<file path="src/rtl/asdu_pkg.sv">
// asdu_pkg: shared widths, constants and types of the averaged speed deadband update block
// no dependencies; imported by every module of the block

package asdu_pkg;

  // field widths
  localparam int MV_W   = 12;
  localparam int RATE_W = 22;

  // largest sample value
  localparam int unsigned MV_MAX = 4095;

  // full-scale input that maps onto max_driver_freq
  localparam int unsigned FULL_SCALE = 3073;
  localparam int FS_W = 12;

  // half width of the deadband around the stored rate
  localparam int unsigned BAND_HALF = 4;

  // max_driver_freq split as hi * FULL_SCALE + lo
  localparam int HI_Q_W = 11;
  localparam int HI_W   = 23;
  localparam int LO_W   = 2 * FS_W;

  // reciprocal for the hi quotient of a 22-bit rate by FULL_SCALE
  localparam int H_SHIFT   = RATE_W + FS_W;
  localparam int H_RECIP_W = 23;
  localparam logic [H_RECIP_W-1:0] H_RECIP =
    H_RECIP_W'(((64'd1 << H_SHIFT) + 64'(FULL_SCALE) - 64'd1) / 64'(FULL_SCALE));

  // reciprocal for the quotient of a 24-bit lo product by FULL_SCALE
  localparam int L_SHIFT   = LO_W + FS_W;
  localparam int L_RECIP_W = 25;
  localparam logic [L_RECIP_W-1:0] L_RECIP =
    L_RECIP_W'(((64'd1 << L_SHIFT) + 64'(FULL_SCALE) - 64'd1) / 64'(FULL_SCALE));

  // reset value of max_driver_freq and its split
  localparam int unsigned RESET_MAX_INT = 10000;
  localparam logic [RATE_W-1:0] RESET_MAX = RATE_W'(RESET_MAX_INT);
  localparam logic [HI_Q_W-1:0] RESET_H   = HI_Q_W'(RESET_MAX_INT / FULL_SCALE);
  localparam logic [FS_W-1:0]   RESET_L   = FS_W'(RESET_MAX_INT % FULL_SCALE);

  // what travels down the pipeline: a sample request or a reference rescale
  typedef enum logic {
    KIND_ITEM,
    KIND_REF
  } kind_t;

  // window stage to scaling stages
  typedef struct packed {
    logic            valid;
    kind_t           kind;
    logic [MV_W-1:0] mean;
  } stage_t;

  // scaling stages to the deadband compare
  typedef struct packed {
    logic              valid;
    kind_t             kind;
    logic [MV_W-1:0]   mean;
    logic [RATE_W-1:0] rate;
  } res_t;

  // config sequencer status
  typedef struct packed {
    logic busy;
    logic inject;
  } cfg_ctl_t;

endpackage

</file>
<file path="src/rtl/asdu_cfg.sv">
// asdu_cfg: max_driver_freq register and its split into hi/lo parts after a write
// depends on asdu_pkg; drives the reference rescale request into the window stage

module asdu_cfg (
  input  logic                       clk,
  input  logic                       rst_n,
  input  logic                       cfg_we,
  input  logic [asdu_pkg::RATE_W-1:0] cfg_wdata,
  input  logic                       ref_done,
  output logic [asdu_pkg::RATE_W-1:0] max_freq,
  output logic [asdu_pkg::HI_Q_W-1:0] freq_hi,
  output logic [asdu_pkg::FS_W-1:0]   freq_lo,
  output asdu_pkg::cfg_ctl_t          ctl
);
  import asdu_pkg::*;

  typedef enum logic [2:0] {
    CFG_IDLE,
    CFG_DIV,
    CFG_REM,
    CFG_INJECT,
    CFG_WAIT
  } cfg_state_t;

  cfg_state_t          state_r;
  logic                busy_r;
  logic                inject_r;
  logic [RATE_W-1:0]   max_r;
  logic [HI_Q_W-1:0]   h_r;
  logic [FS_W-1:0]     l_r;

  logic [RATE_W+H_RECIP_W-1:0] h_prod;
  logic [HI_Q_W-1:0]           h_nxt;
  logic [RATE_W-1:0]           h_times_fs;
  logic [RATE_W-1:0]           rem_full;
  logic [FS_W-1:0]             l_nxt;

  // hi = max / full scale by reciprocal, lo = max - hi * full scale
  always_comb begin
    h_prod     = (RATE_W+H_RECIP_W)'(max_r) * (RATE_W+H_RECIP_W)'(H_RECIP);
    h_nxt      = h_prod[H_SHIFT +: HI_Q_W];
    h_times_fs = RATE_W'(h_r) * RATE_W'(FULL_SCALE);
    rem_full   = max_r - h_times_fs;
    l_nxt      = rem_full[FS_W-1:0];
  end

  // sequencer: split the new value, then rescale the stored mean
  always_ff @(posedge clk) begin
    if (!rst_n) begin
      state_r  <= CFG_IDLE;
      busy_r   <= 1'b0;
      inject_r <= 1'b0;
      max_r    <= RESET_MAX;
      h_r      <= RESET_H;
      l_r      <= RESET_L;
    end else begin
      inject_r <= (state_r == CFG_REM);
      if (cfg_we) begin
        max_r   <= cfg_wdata;
        busy_r  <= 1'b1;
        state_r <= CFG_DIV;
      end else begin
        unique case (state_r)
          CFG_IDLE: begin
            state_r <= CFG_IDLE;
          end
          CFG_DIV: begin
            h_r     <= h_nxt;
            state_r <= CFG_REM;
          end
          CFG_REM: begin
            l_r     <= l_nxt;
            state_r <= CFG_INJECT;
          end
          CFG_INJECT: begin
            state_r <= CFG_WAIT;
          end
          CFG_WAIT: begin
            if (ref_done) begin
              busy_r  <= 1'b0;
              state_r <= CFG_IDLE;
            end
          end
          default: begin
            state_r <= CFG_IDLE;
          end
        endcase
      end
    end
  end

  assign max_freq   = max_r;
  assign freq_hi    = h_r;
  assign freq_lo    = l_r;
  assign ctl.busy   = busy_r;
  assign ctl.inject = inject_r;

endmodule

</file>
<file path="src/rtl/asdu_window.sv">
// asdu_window: sample shift line, running window sum and truncated mean stage
// depends on asdu_pkg; feeds asdu_scale

module asdu_window #(
  parameter int WINDOW_LEN = 8
) (
  input  logic                     clk,
  input  logic                     rst_n,
  input  logic                     accept,
  input  logic [asdu_pkg::MV_W-1:0] sample,
  input  logic                     inject,
  input  logic [asdu_pkg::MV_W-1:0] ref_mean,
  input  logic                     take,
  output logic                     can_accept,
  output asdu_pkg::stage_t         stage_out
);
  import asdu_pkg::*;

  localparam int SUM_W   = $clog2(WINDOW_LEN * MV_MAX + 1);
  localparam int SHIFT_N = SUM_W + $clog2(WINDOW_LEN);
  localparam int RECIP_W = SHIFT_N + 1;
  localparam int PROD_W  = SUM_W + RECIP_W;
  localparam logic [RECIP_W-1:0] RECIP_N =
    RECIP_W'(((64'd1 << SHIFT_N) + 64'(WINDOW_LEN) - 64'd1) / 64'(WINDOW_LEN));

  logic [MV_W-1:0]  ring_r [WINDOW_LEN];
  logic [SUM_W-1:0] sum_r;
  logic [SUM_W-1:0] sum_nxt;
  logic             v1_r;
  stage_t           st2_r;

  logic              ld1;
  logic              ld2;
  logic [PROD_W-1:0] mean_prod;
  logic [MV_W-1:0]   mean_calc;

  // stage loads, sum update and exact mean by reciprocal
  always_comb begin
    ld2       = !st2_r.valid || take;
    ld1       = !v1_r || ld2;
    sum_nxt   = sum_r - SUM_W'(ring_r[WINDOW_LEN-1]) + SUM_W'(sample);
    mean_prod = PROD_W'(sum_r) * PROD_W'(RECIP_N);
    mean_calc = mean_prod[SHIFT_N +: MV_W];
  end

  // shift line and running sum, updated on each accepted request
  always_ff @(posedge clk) begin
    if (!rst_n) begin
      for (int i = 0; i < WINDOW_LEN; i++) begin
        ring_r[i] <= '0;
      end
      sum_r <= '0;
    end else if (accept) begin
      ring_r[0] <= sample;
      for (int i = 1; i < WINDOW_LEN; i++) begin
        ring_r[i] <= ring_r[i-1];
      end
      sum_r <= sum_nxt;
    end
  end

  // sum stage valid and mean stage
  always_ff @(posedge clk) begin
    if (!rst_n) begin
      v1_r        <= 1'b0;
      st2_r.valid <= 1'b0;
      st2_r.kind  <= KIND_ITEM;
      st2_r.mean  <= '0;
    end else begin
      if (ld1) begin
        v1_r <= accept;
      end
      if (ld2) begin
        st2_r.valid <= v1_r || inject;
        if (v1_r) begin
          st2_r.kind <= KIND_ITEM;
          st2_r.mean <= mean_calc;
        end else begin
          st2_r.kind <= KIND_REF;
          st2_r.mean <= ref_mean;
        end
      end
    end
  end

  assign can_accept = ld1;
  assign stage_out  = st2_r;

endmodule

</file>
<file path="src/rtl/asdu_scale.sv">
// asdu_scale: three-stage linear map of a mean onto 0..max_driver_freq
// depends on asdu_pkg; fed by asdu_window, read by the top level compare

module asdu_scale (
  input  logic                        clk,
  input  logic                        rst_n,
  input  asdu_pkg::stage_t            stage_in,
  input  logic [asdu_pkg::HI_Q_W-1:0] freq_hi,
  input  logic [asdu_pkg::FS_W-1:0]   freq_lo,
  input  logic                        take,
  output logic                        ready,
  output asdu_pkg::res_t              res
);
  import asdu_pkg::*;

  localparam int T_W = LO_W + L_RECIP_W;

  logic            v3_r;
  kind_t           k3_r;
  logic [MV_W-1:0] m3_r;
  logic [HI_W-1:0] phi3_r;
  logic [LO_W-1:0] plo3_r;

  logic            v4_r;
  kind_t           k4_r;
  logic [MV_W-1:0] m4_r;
  logic [HI_W-1:0] phi4_r;
  logic [FS_W-1:0] t4_r;

  logic              v5_r;
  kind_t             k5_r;
  logic [MV_W-1:0]   m5_r;
  logic [RATE_W-1:0] rate5_r;

  logic            ld3;
  logic            ld4;
  logic            ld5;
  logic [MV_W-1:0] x_clip;
  logic [HI_W-1:0] phi_nxt;
  logic [LO_W-1:0] plo_nxt;
  logic [T_W-1:0]  t_prod;
  logic [HI_W-1:0] rate_sum;

  // x * max / fs = x * hi + (x * lo) / fs, with x clipped at full scale
  always_comb begin
    ld5      = !v5_r || take;
    ld4      = !v4_r || ld5;
    ld3      = !v3_r || ld4;
    x_clip   = (stage_in.mean > MV_W'(FULL_SCALE)) ? MV_W'(FULL_SCALE) : stage_in.mean;
    phi_nxt  = HI_W'(x_clip) * HI_W'(freq_hi);
    plo_nxt  = LO_W'(x_clip) * LO_W'(freq_lo);
    t_prod   = T_W'(plo3_r) * T_W'(L_RECIP);
    rate_sum = phi4_r + HI_W'(t4_r);
  end

  // product, quotient and sum stages
  always_ff @(posedge clk) begin
    if (!rst_n) begin
      v3_r <= 1'b0;
      v4_r <= 1'b0;
      v5_r <= 1'b0;
    end else begin
      if (ld3) begin
        v3_r <= stage_in.valid;
      end
      if (ld4) begin
        v4_r <= v3_r;
      end
      if (ld5) begin
        v5_r <= v4_r;
      end
    end
  end

  // payload of the scaling stages
  always_ff @(posedge clk) begin
    if (ld3) begin
      k3_r   <= stage_in.kind;
      m3_r   <= stage_in.mean;
      phi3_r <= phi_nxt;
      plo3_r <= plo_nxt;
    end
    if (ld4) begin
      k4_r   <= k3_r;
      m4_r   <= m3_r;
      phi4_r <= phi3_r;
      t4_r   <= t_prod[L_SHIFT +: FS_W];
    end
    if (ld5) begin
      k5_r    <= k4_r;
      m5_r    <= m4_r;
      rate5_r <= rate_sum[RATE_W-1:0];
    end
  end

  assign ready     = ld3;
  assign res.valid = v5_r;
  assign res.kind  = k5_r;
  assign res.mean  = m5_r;
  assign res.rate  = rate5_r;

endmodule

</file>
<file path="src/rtl/averaged_speed_deadband_update_top.sv">
// averaged_speed_deadband_update_top: moving average of samples, scaled, sent past a deadband
// depends on asdu_pkg, asdu_cfg, asdu_window and asdu_scale
//
//   channel  direction  handshake            payload
//   in_      input      in_valid / in_stall  in_sample_mv
//   out_     output     out_valid/out_stall  out_new_rate, out_average_mv
//   cfg_     input      cfg_we               cfg_wdata (max_driver_freq)
//
// one request per cycle is taken while in_stall is low
// a request passes the sum, mean, product, quotient and sum stages ahead of the output register
// requests that stay inside the deadband give no result and leave a bubble
// after a config write in_stall is high while max_driver_freq is split and
// the stored mean is rescaled through the same scaling stages
// rst_n clears the window, the stored mean and all valid bits; max_driver_freq returns to 10000
// an unread result holds the output register; the stages ahead keep filling until full

module averaged_speed_deadband_update_top #(
  parameter int WINDOW_LEN = 8
) (
  input  logic                        clk,
  input  logic                        rst_n,
  input  logic                        in_valid,
  output logic                        in_stall,
  input  logic [asdu_pkg::MV_W-1:0]   in_sample_mv,
  output logic                        out_valid,
  input  logic                        out_stall,
  output logic [asdu_pkg::RATE_W-1:0] out_new_rate,
  output logic [asdu_pkg::MV_W-1:0]   out_average_mv,
  input  logic                        cfg_we,
  input  logic [asdu_pkg::RATE_W-1:0] cfg_wdata
);
  import asdu_pkg::*;

  cfg_ctl_t          ctl;
  logic [RATE_W-1:0] max_freq;
  logic [HI_Q_W-1:0] freq_hi;
  logic [FS_W-1:0]   freq_lo;
  logic              can_accept;
  logic              scale_ready;
  stage_t            win_stage;
  res_t              res;

  logic              accept;
  logic              out_en;
  logic              ref_done;
  logic              outside;
  logic              emit;
  logic [RATE_W-1:0] band_lo;
  logic [RATE_W:0]   band_hi_sum;
  logic [RATE_W-1:0] band_hi;

  logic              out_valid_r;
  logic [RATE_W-1:0] out_rate_r;
  logic [MV_W-1:0]   out_mean_r;
  logic [MV_W-1:0]   acc_mean_r;
  logic [RATE_W-1:0] ref_rate_r;

  // config register and rescale sequencer
  asdu_cfg u_cfg (
    .clk       (clk),
    .rst_n     (rst_n),
    .cfg_we    (cfg_we),
    .cfg_wdata (cfg_wdata),
    .ref_done  (ref_done),
    .max_freq  (max_freq),
    .freq_hi   (freq_hi),
    .freq_lo   (freq_lo),
    .ctl       (ctl)
  );

  // window sum and mean
  asdu_window #(
    .WINDOW_LEN (WINDOW_LEN)
  ) u_window (
    .clk        (clk),
    .rst_n      (rst_n),
    .accept     (accept),
    .sample     (in_sample_mv),
    .inject     (ctl.inject),
    .ref_mean   (acc_mean_r),
    .take       (scale_ready),
    .can_accept (can_accept),
    .stage_out  (win_stage)
  );

  // linear map onto the rate range
  asdu_scale u_scale (
    .clk      (clk),
    .rst_n    (rst_n),
    .stage_in (win_stage),
    .freq_hi  (freq_hi),
    .freq_lo  (freq_lo),
    .take     (out_en),
    .ready    (scale_ready),
    .res      (res)
  );

  // handshake and deadband clipped at zero and at the maximum
  always_comb begin
    in_stall    = ctl.busy || !can_accept;
    accept      = in_valid && !in_stall;
    out_en      = !out_valid_r || !out_stall;
    ref_done    = res.valid && (res.kind == KIND_REF) && out_en;
    band_lo     = (ref_rate_r > RATE_W'(BAND_HALF)) ? ref_rate_r - RATE_W'(BAND_HALF) : '0;
    band_hi_sum = {1'b0, ref_rate_r} + (RATE_W+1)'(BAND_HALF);
    band_hi     = (band_hi_sum < {1'b0, max_freq}) ? band_hi_sum[RATE_W-1:0] : max_freq;
    outside     = (res.rate < band_lo) || (res.rate > band_hi);
    emit        = res.valid && (res.kind == KIND_ITEM) && outside;
  end

  // output register, stored mean and its scaled rate
  always_ff @(posedge clk) begin
    if (!rst_n) begin
      out_valid_r <= 1'b0;
      acc_mean_r  <= '0;
      ref_rate_r  <= '0;
    end else if (out_en) begin
      out_valid_r <= emit;
      if (emit) begin
        acc_mean_r <= res.mean;
        ref_rate_r <= res.rate;
      end else if (ref_done) begin
        ref_rate_r <= res.rate;
      end
    end
  end

  // result payload
  always_ff @(posedge clk) begin
    if (out_en && emit) begin
      out_rate_r <= res.rate;
      out_mean_r <= res.mean;
    end
  end

  assign out_valid      = out_valid_r;
  assign out_new_rate   = out_rate_r;
  assign out_average_mv = out_mean_r;

endmodule

</file>
<file path="config.mk">
export PLATFORM = sky130hd
export DESIGN_NAME = averaged_speed_deadband_update_top
export DESIGN_NICKNAME = d
export VERILOG_FILES = /design/src/rtl/asdu_pkg.sv /design/src/rtl/asdu_cfg.sv /design/src/rtl/asdu_window.sv /design/src/rtl/asdu_scale.sv /design/src/rtl/averaged_speed_deadband_update_top.sv
export SDC_FILE = /design/constraint.sdc
export NUM_CORES = 2
export LEC_CHECK = 0
export BUFFER_PORTS_ARGS = -buffer_cell sky130_fd_sc_hd__buf_2
export CAP_MARGIN = 40
export CORE_UTILIZATION = 60
export CTS_CLUSTER_SIZE = 8
export DETAILED_ROUTE_END_ITERATION = 6
export PLACE_DENSITY = 0.74
export REMOVE_ABC_BUFFERS = 1
export SLEW_MARGIN = 20
export SYNTH_ARGS = -nofsm -noshare
export SYNTH_HDL_FRONTEND = slang
export SYNTH_SLANG_ARGS = --single-unit
export TNS_END_PERCENT = 100
</file>
<file path="constraint.sdc">
create_clock -name clk -period 9 [get_ports clk]
set_input_delay 0 -clock clk [delete_from_list [all_inputs] [get_ports clk]]
set_output_delay 0 -clock clk [all_outputs]
set_load 0.02 [all_outputs]
</file>
; Yosys cells after proc, flatten, opt, wreduce, memory -nomap -nowiden
; Memory sizes are Yosys's and may differ from the RTL's.
; Cells that the tools add are included.
[totals]
ramBits = 96
reg_bits = 293
word_cells = 122
in_bits = 39
out_inout_bits = 36
mem_count = 1
[op_classes]
addsub = 6
bitwise_logic = 11
reduce_logical = 33
magnitude_cmp = 5
multipliers = 5
mux = 24
eq_ne = 6
[mem_list]
columns = name, words, width, read_ports, rd_ports_with_merged_regs, write_ports, line_no
row1 = u_window.ring_r, 8, 12, 8, 0, 8, asdu_window.sv:26  ; logic [MV_W-1:0] ring_r [WINDOW_LEN];
[op_table]
columns = op, count
row1 = two-way mux 12 bit, 9
row2 = two-way mux 22 bit, 4
row3 = "multiplier 24 x 24 -> 47 bit, second input constant", 1
row4 = "multiplier 22 x 22 -> 44 bit, second input constant", 1
row5 = multiplier 12 x 12 -> 24 bit, 1
row6 = "adder 22 x 3 -> 23 bit, second input constant", 1
row7 = less-than comparator 23 x 22 -> 1 bit, 1
row8 = adder 22 x 12 -> 22 bit, 1
row9 = greater-than comparator 22 bit, 1
row10 = "greater-than comparator 22 x 3 -> 1 bit, second input constant", 1
row11 = less-than comparator 22 bit, 1
row12 = multiplier 12 x 11 -> 22 bit, 1
row13 = "subtractor 22 x 3 -> 22 bit, second input constant", 1
row14 = adder 15 x 12 -> 15 bit, 1
row15 = subtractor 15 x 12 -> 15 bit, 1
row16 = two-way mux 13 bit, 1
row17 = "greater-than comparator 12 bit, second input constant", 1
row18 = "multiplier 11 x 12 -> 12 bit, second input constant", 1
row19 = case mux 3 bit (4 select lines), 1
row20 = subtractor 12 bit, 1
row21 = AND reduction 2 bit, 5
row22 = logical NOT 1 bit, 9
row23 = logical OR 1 bit, 9
row24 = two-way mux 1 bit, 8
row25 = other kinds (11), 28

; Longest topological paths before layout
[depth]
depth_word = 15
ltp_mapped = 31
depth_no_buf = 26

; Hierarchy
; A second synthesis with hierarchy kept.
[unflattened]
hier_cells = 4736
hier_area_um2 = 47362.9
[by_module_without_submodules]
columns = mod, area_each_um2, seq_area_each_um2, cells_per_inst, n_inst
row1 = asdu_scale, 24015.5, 4294.1, 2336, 1
row2 = asdu_cfg, 11598.6, 1001.0, 1228, 1
row3 = averaged_speed_deadband_update_top, 5958.2, 1721.7, 704, 1
row4 = asdu_window, 5790.6, 3483.3, 468, 1

; Least setup slack after synthesis
; No wires, ideal clock.
[synth_timing]
kind = reg2reg
startpoint = reg u_cfg.max_r[3], in the netlist u_cfg.max_freq[3]
endpoint = reg u_cfg.h_r[10], in the netlist u_cfg.freq_hi[10]
arrival_ps = 6126
path_buffers = 0
path_stages_with_launch = 23
required_time_ps = 8914
path_slack_ps = 2788
cell_sequence = dfxtp_1 > ha_1 > inv_1 > fa_1 > inv_1 > fa_1 > inv_1 > fa_1 > fa_1 > inv_1 > fa_1 > fa_1 > ha_1 > a211oi_1 > nor2_1 > a21oi_1 > a21oi_1 > o31ai_1 > a21boi_0 > o31ai_1 > o2111ai_1 > xnor2_1 > a211oi_1
[synth_between]
elab_chain_len = 1
[synth_rtl]
columns = element, line_no
row1 = from (decl), asdu_cfg.sv:28  ; logic [RATE_W-1:0] max_r;
row2 = from (signal assigned), asdu_cfg.sv:59  ; max_r <= cfg_wdata;
row3 = multiplier 22 x 22 -> 44 bit, asdu_cfg.sv:40  ; h_prod = (RATE_W+H_RECIP_W)'(max_r) * (RATE_W+H_RECIP_W)'(H_RECIP);
row4 = to (signal assigned), asdu_cfg.sv:68  ; h_r <= h_nxt;
row5 = to (decl), asdu_cfg.sv:29  ; logic [HI_Q_W-1:0] h_r;
; Every way passes these cells.
; A chain may end at the register's enable or synchronous reset.

; Worst setup path in the final report
[layout_timing]
startpoint = reg u_cfg.max_r[20], in the netlist u_cfg.max_freq[20]
endpoint = reg u_cfg.h_r[10], in the netlist u_cfg.freq_hi[10]
; Same word-level chain as after synthesis.

==> results.py <==
metrics = {
    "worst_setup_path": {
        "cp.arrival_ns": 7.80,
        "cp-end-kind": "flip-flop",
        "r2r_end": "u_cfg.freq_hi[10]$_SDFFE_PN0P_",
        "critPathMaxStageDelay_ns": 0.71,
        "cp_top_family": "adder cells",
        "r2r-start": "u_cfg.max_freq[20]$_SDFFE_PN0P_",
        "r2r_slack_ns": 1.75,
        "cp.required_ns": 9.55,
        "r2r_cells": 24,
        "startpoint_type": "flip-flop",
        "path_cells": "inv_1, ha_1, inv_1, ha_1, inv_1, fa_1, inv_1, fa_1, inv_1, fa_1, inv_1, fa_1, fa_1, ha_1, o21ai_0, o21ai_0, nand4_1, a211oi_1, o31ai_1, a21boi_0, o31ai_1, o2111ai_1, xnor2_1, a211oi_1",
        "cp_slowest_cell": "a211oi_1",
        "crit_fanout": 9,
        "critPathBufInv": 6,
        "path_common_cell": "inv_1",
        "critPathKind": "reg2reg",
    },
    "floorplan": {
        "core.rowCount": 99,
        "die_h_um": 275,
        "die_area_um2": 75900,
        "start_util_pct": 61.1,
        "io_pins": 75,
        "dieWidth_um": 275,
        "coreArea_um2": 73500,
    },
    "power": {
        "vdd_drop_max_uv": 273,
        "p_int_mw": 5.40,
        "power_switching_mw": 3.88,
        "power_frac_seq_pct": 23.8,
        "netSwitchingFraction_pct": 41.8,
        "clkPwrFrac_pct": 21.8,
        "leakage_nw": 24.9,
        "power.density_nw_per_um2": 191,
        "power_frac_comb_pct": 54.4,
    },
    "worst_hold_path": {
        "min_path_cells": 4,
        "min_delay_worst_endpoint": "u_cfg.max_freq[21]$_SDFFE_PN0P_",
        "hold_path_class": "in2reg",
        "hold_start": "cfg_wdata[21]",
    },
    "logic_synthesis": {
        "yosysMostFrequentCell": "inv_1",
        "yosys-top-cells-area": "fa_1 (27%), ha_1 (20%), edfxtp_1 (18%), inv_1 (8.4%), dfxtp_1 (5.3%)",
        "synth_edf_count": 271,
        "synth_area_per_cell_um2": 10.3,
        "yosysTopAreaCell": "fa_1",
        "synthCells": 4354,
        "yosysTopAreaCellShare_pct": 26.9,
        "ys_seq_area_share_pct": 23.4,
        "yosys-top-cells-count": "inv_1 (1008), ha_1 (734), fa_1 (602)",
        "synth.yosys.warnings": 0,
        "synth_flop_cell": "edfxtp_1",
        "ys_types": 66,
        "async_reset_ff_share_pct": 0,
        "ys_ff_latch": 389,
        "netlist_area_um2": 44900,
    },
    "routing": {
        "antenna_left": 0,
        "routed-via-count": 30000,
        "drt_iter0_markers": 1948,
        "vias_per_cell": 5.49,
        "wl_per_cell_um": 18.7,
        "dr.pass1.iters": 6,
        "routed_wirelength_um": 102000,
        "drc": 0,
    },
    "final_layout": {
        "syn2layout_area_growth_pct": 7.96,
        "multiInputGateArea_um2": 30200,
        "drive_above_1_share_pct": 4.36,
        "nets": 5821,
        "final-seq-area_um2": 10500,
        "n_fill_cell": 5731,
        "final_area_um2": 48500,
        "final_cells": 5454,
        "final_util_pct": 66.0,
    },
    "clock_network": {
        "hold_buffers": 41,
        "ctsRootBufferMaster": "clkbuf_16",
        "htree_levels": 2,
        "clk_latency_ns": 0.64,
        "numClockSinks": 389,
        "clkSlewWorstSetupHoldPaths_ns": 0.06,
        "cts_made_buffers": 56,
        "cts_tree": "done",
        "cts_setup_buffers": 0,
        "post_cts_resized": 0,
        "clockBufferDepth": 3,
    },
    "global_routing": {
        "first_global_vias": 31700,
        "grt_overflow_total": 0,
        "grt_use_total_pct": 28.1,
        "grt_antenna_before_repair": 0,
        "grt_pass1_wl_um": 165000,
        "grt_start_max_net_pins": 70,
    },
    "place": {
        "portBuffers": 74,
        "dpl.cell_count": 5303,
        "routabilityCongestion": 0.977,
        "hpwl_um": 82200,
        "place_area_um2": 46300,
    },
    "flow_run": {
        "max_cap_viol_count": 0,
    },
    "timing": {
        "tns_ns": 0,
        "fin_skew_ns": 0.0770,
        "finalHoldViolations": 0,
        "rsz0062_at_grt": "no",
        "worst_slew_pin_slew_ns": 0.859,
        "setup_viol": 0,
        "period_share_pct": 80.6,
        "final_max_slew_viol_count": 0,
        "slew_headroom_pct": 42.4,
        "fmax_mhz": 138,
        "min_period_ns": 7.25,
    },
    "outcome": {
        "status": "completed",
    },
}
-- state kept, by name (all words and copies together) (netlist names), 14 cells and up --
register / cells
u_scale.phi4_r: 22
out_new_rate: 22
u_window.stage_out: 14
u_scale.plo3_r: 24
u_cfg.max_freq: 22
u_scale.phi3_r: 22
u_window.sum_r: 15
u_scale.rate5_r: 22
ref_rate_r: 22
u_window.ring_r: 96
-- how the worst max path moves through the flow --
| stage | startpoint | endpoint | cells after the start |
|---|---|---|---|
| detailed placement | u_scale.plo3_r[6]$_DFFE_PP_ | u_scale.t4_r[11]$_DFFE_PP_ | 22 |
| CTS | u_cfg.max_freq[3]$_SDFFE_PN0P_ | u_cfg.freq_hi[10]$_SDFFE_PN0P_ | 22 |
| global route | u_window.stage_out[1]$_SDFFE_PN0P_ | u_scale.phi3_r[21]$_DFFE_PP_ | 25 |
| floorplan | ref_rate_r[4]$_SDFFE_PN0P_ | ref_rate_r[13]$_SDFFE_PN0P_ | 23 |
| global placement | u_window.stage_out[1]$_SDFFE_PN0P_ | u_scale.phi3_r[20]$_DFFE_PP_ | 22 |
| finish | u_cfg.max_freq[20]$_SDFFE_PN0P_ | u_cfg.freq_hi[10]$_SDFFE_PN0P_ | 24 |
-- layout make-up --
cell class / count / share of cell area (%)
well taps: 959 / 2.48
inverters: 1008 / 7.81
multi-input cells: 2843 / 62.2
clock buffers: 99 / 3.29
diodes: 2 / 0.0103
repair buffers: 148 / 2.29
clock inverters: 6 / 0.217
flip-flops and latches: 389 / 21.7
-- layer usage --
layer / GRT usage [%] / vias up / wire, um
met3: 3.32 / 188 / 5130
li1: - / 14100 / -
met4: 9.51 / 0 / 3560
met2: 47.3 / 768 / 48700
met1: 37.7 / 14900 / 44400
met5: 0 / - / 0
-- layout by cell type (no fill, tap or decap), types with 25 or more instances in the layout --
cell type and count:
clkbuf_16 57, nor3_1 45, fa_1 602, and3_1 51
ha_1 734, buf_4 25, clkbuf_1 41, o21ai_0 66
mux2i_1 68, a211oi_1 33, nand3_1 55, xor2_1 46
nor2_1 168, and2_1 183, nand2_1 281, dlygate4sd3_1 41
a21oi_1 113, buf_2 74, xnor2_1 100, dfxtp_1 118
edfxtp_1 271, inv_1 1006, a21o_1 53
-- per-stage QoR --
step | worst slack, ns | power [mW] | hold slack, ns
finish | 1.75 | 9.27 | 0.144
global route | 1.38 | 10.2 | 0.149
CTS | 1.85 | 9.31 | 0.113
detailed placement | 1.81 | 7.22 | 0.231
global placement | 1.86 | 7.06 | 0.222
floorplan | 0.871 | 5.88 | 0.0619
-- worst reg2reg max path, stage by stage, from the launching register on --
cell and delay (ns):
dfxtp_1 0.68, inv_1 0.28, ha_1 0.35, inv_1 0.10
ha_1 0.31, inv_1 0.05, fa_1 0.48, inv_1 0.05
fa_1 0.49, inv_1 0.05, fa_1 0.47, inv_1 0.06
fa_1 0.51, fa_1 0.49, ha_1 0.35, o21ai_0 0.09
o21ai_0 0.17, nand4_1 0.16, a211oi_1 0.71, o31ai_1 0.18
a21boi_0 0.36, o31ai_1 0.19, o2111ai_1 0.27, xnor2_1 0.09
a211oi_1 0.22
-- power groups by stage --
stage	clock network, mW	registers, mW	logic [mW]
6_report	2.02	2.21	5.05
5_1_grt	2.13	2.22	5.85
4_1_cts	2.06	2.21	5.04
3_5_place_dp	0	2.24	4.98
3_3_place_gp	0	2.24	4.82
2_1_floorplan	0	2.17	3.71
-- cell families after synthesis --
group	after synthesis	synth area share [%]
compound gates	393	5.59
xor+xnor	146	2.85
fa+ha+maj	1336	47.3
buf+inv	1122	9.47
flops	389	23.4
mux	69	1.54
simple gates	899	9.84
(Power assumes the default switching activity.)
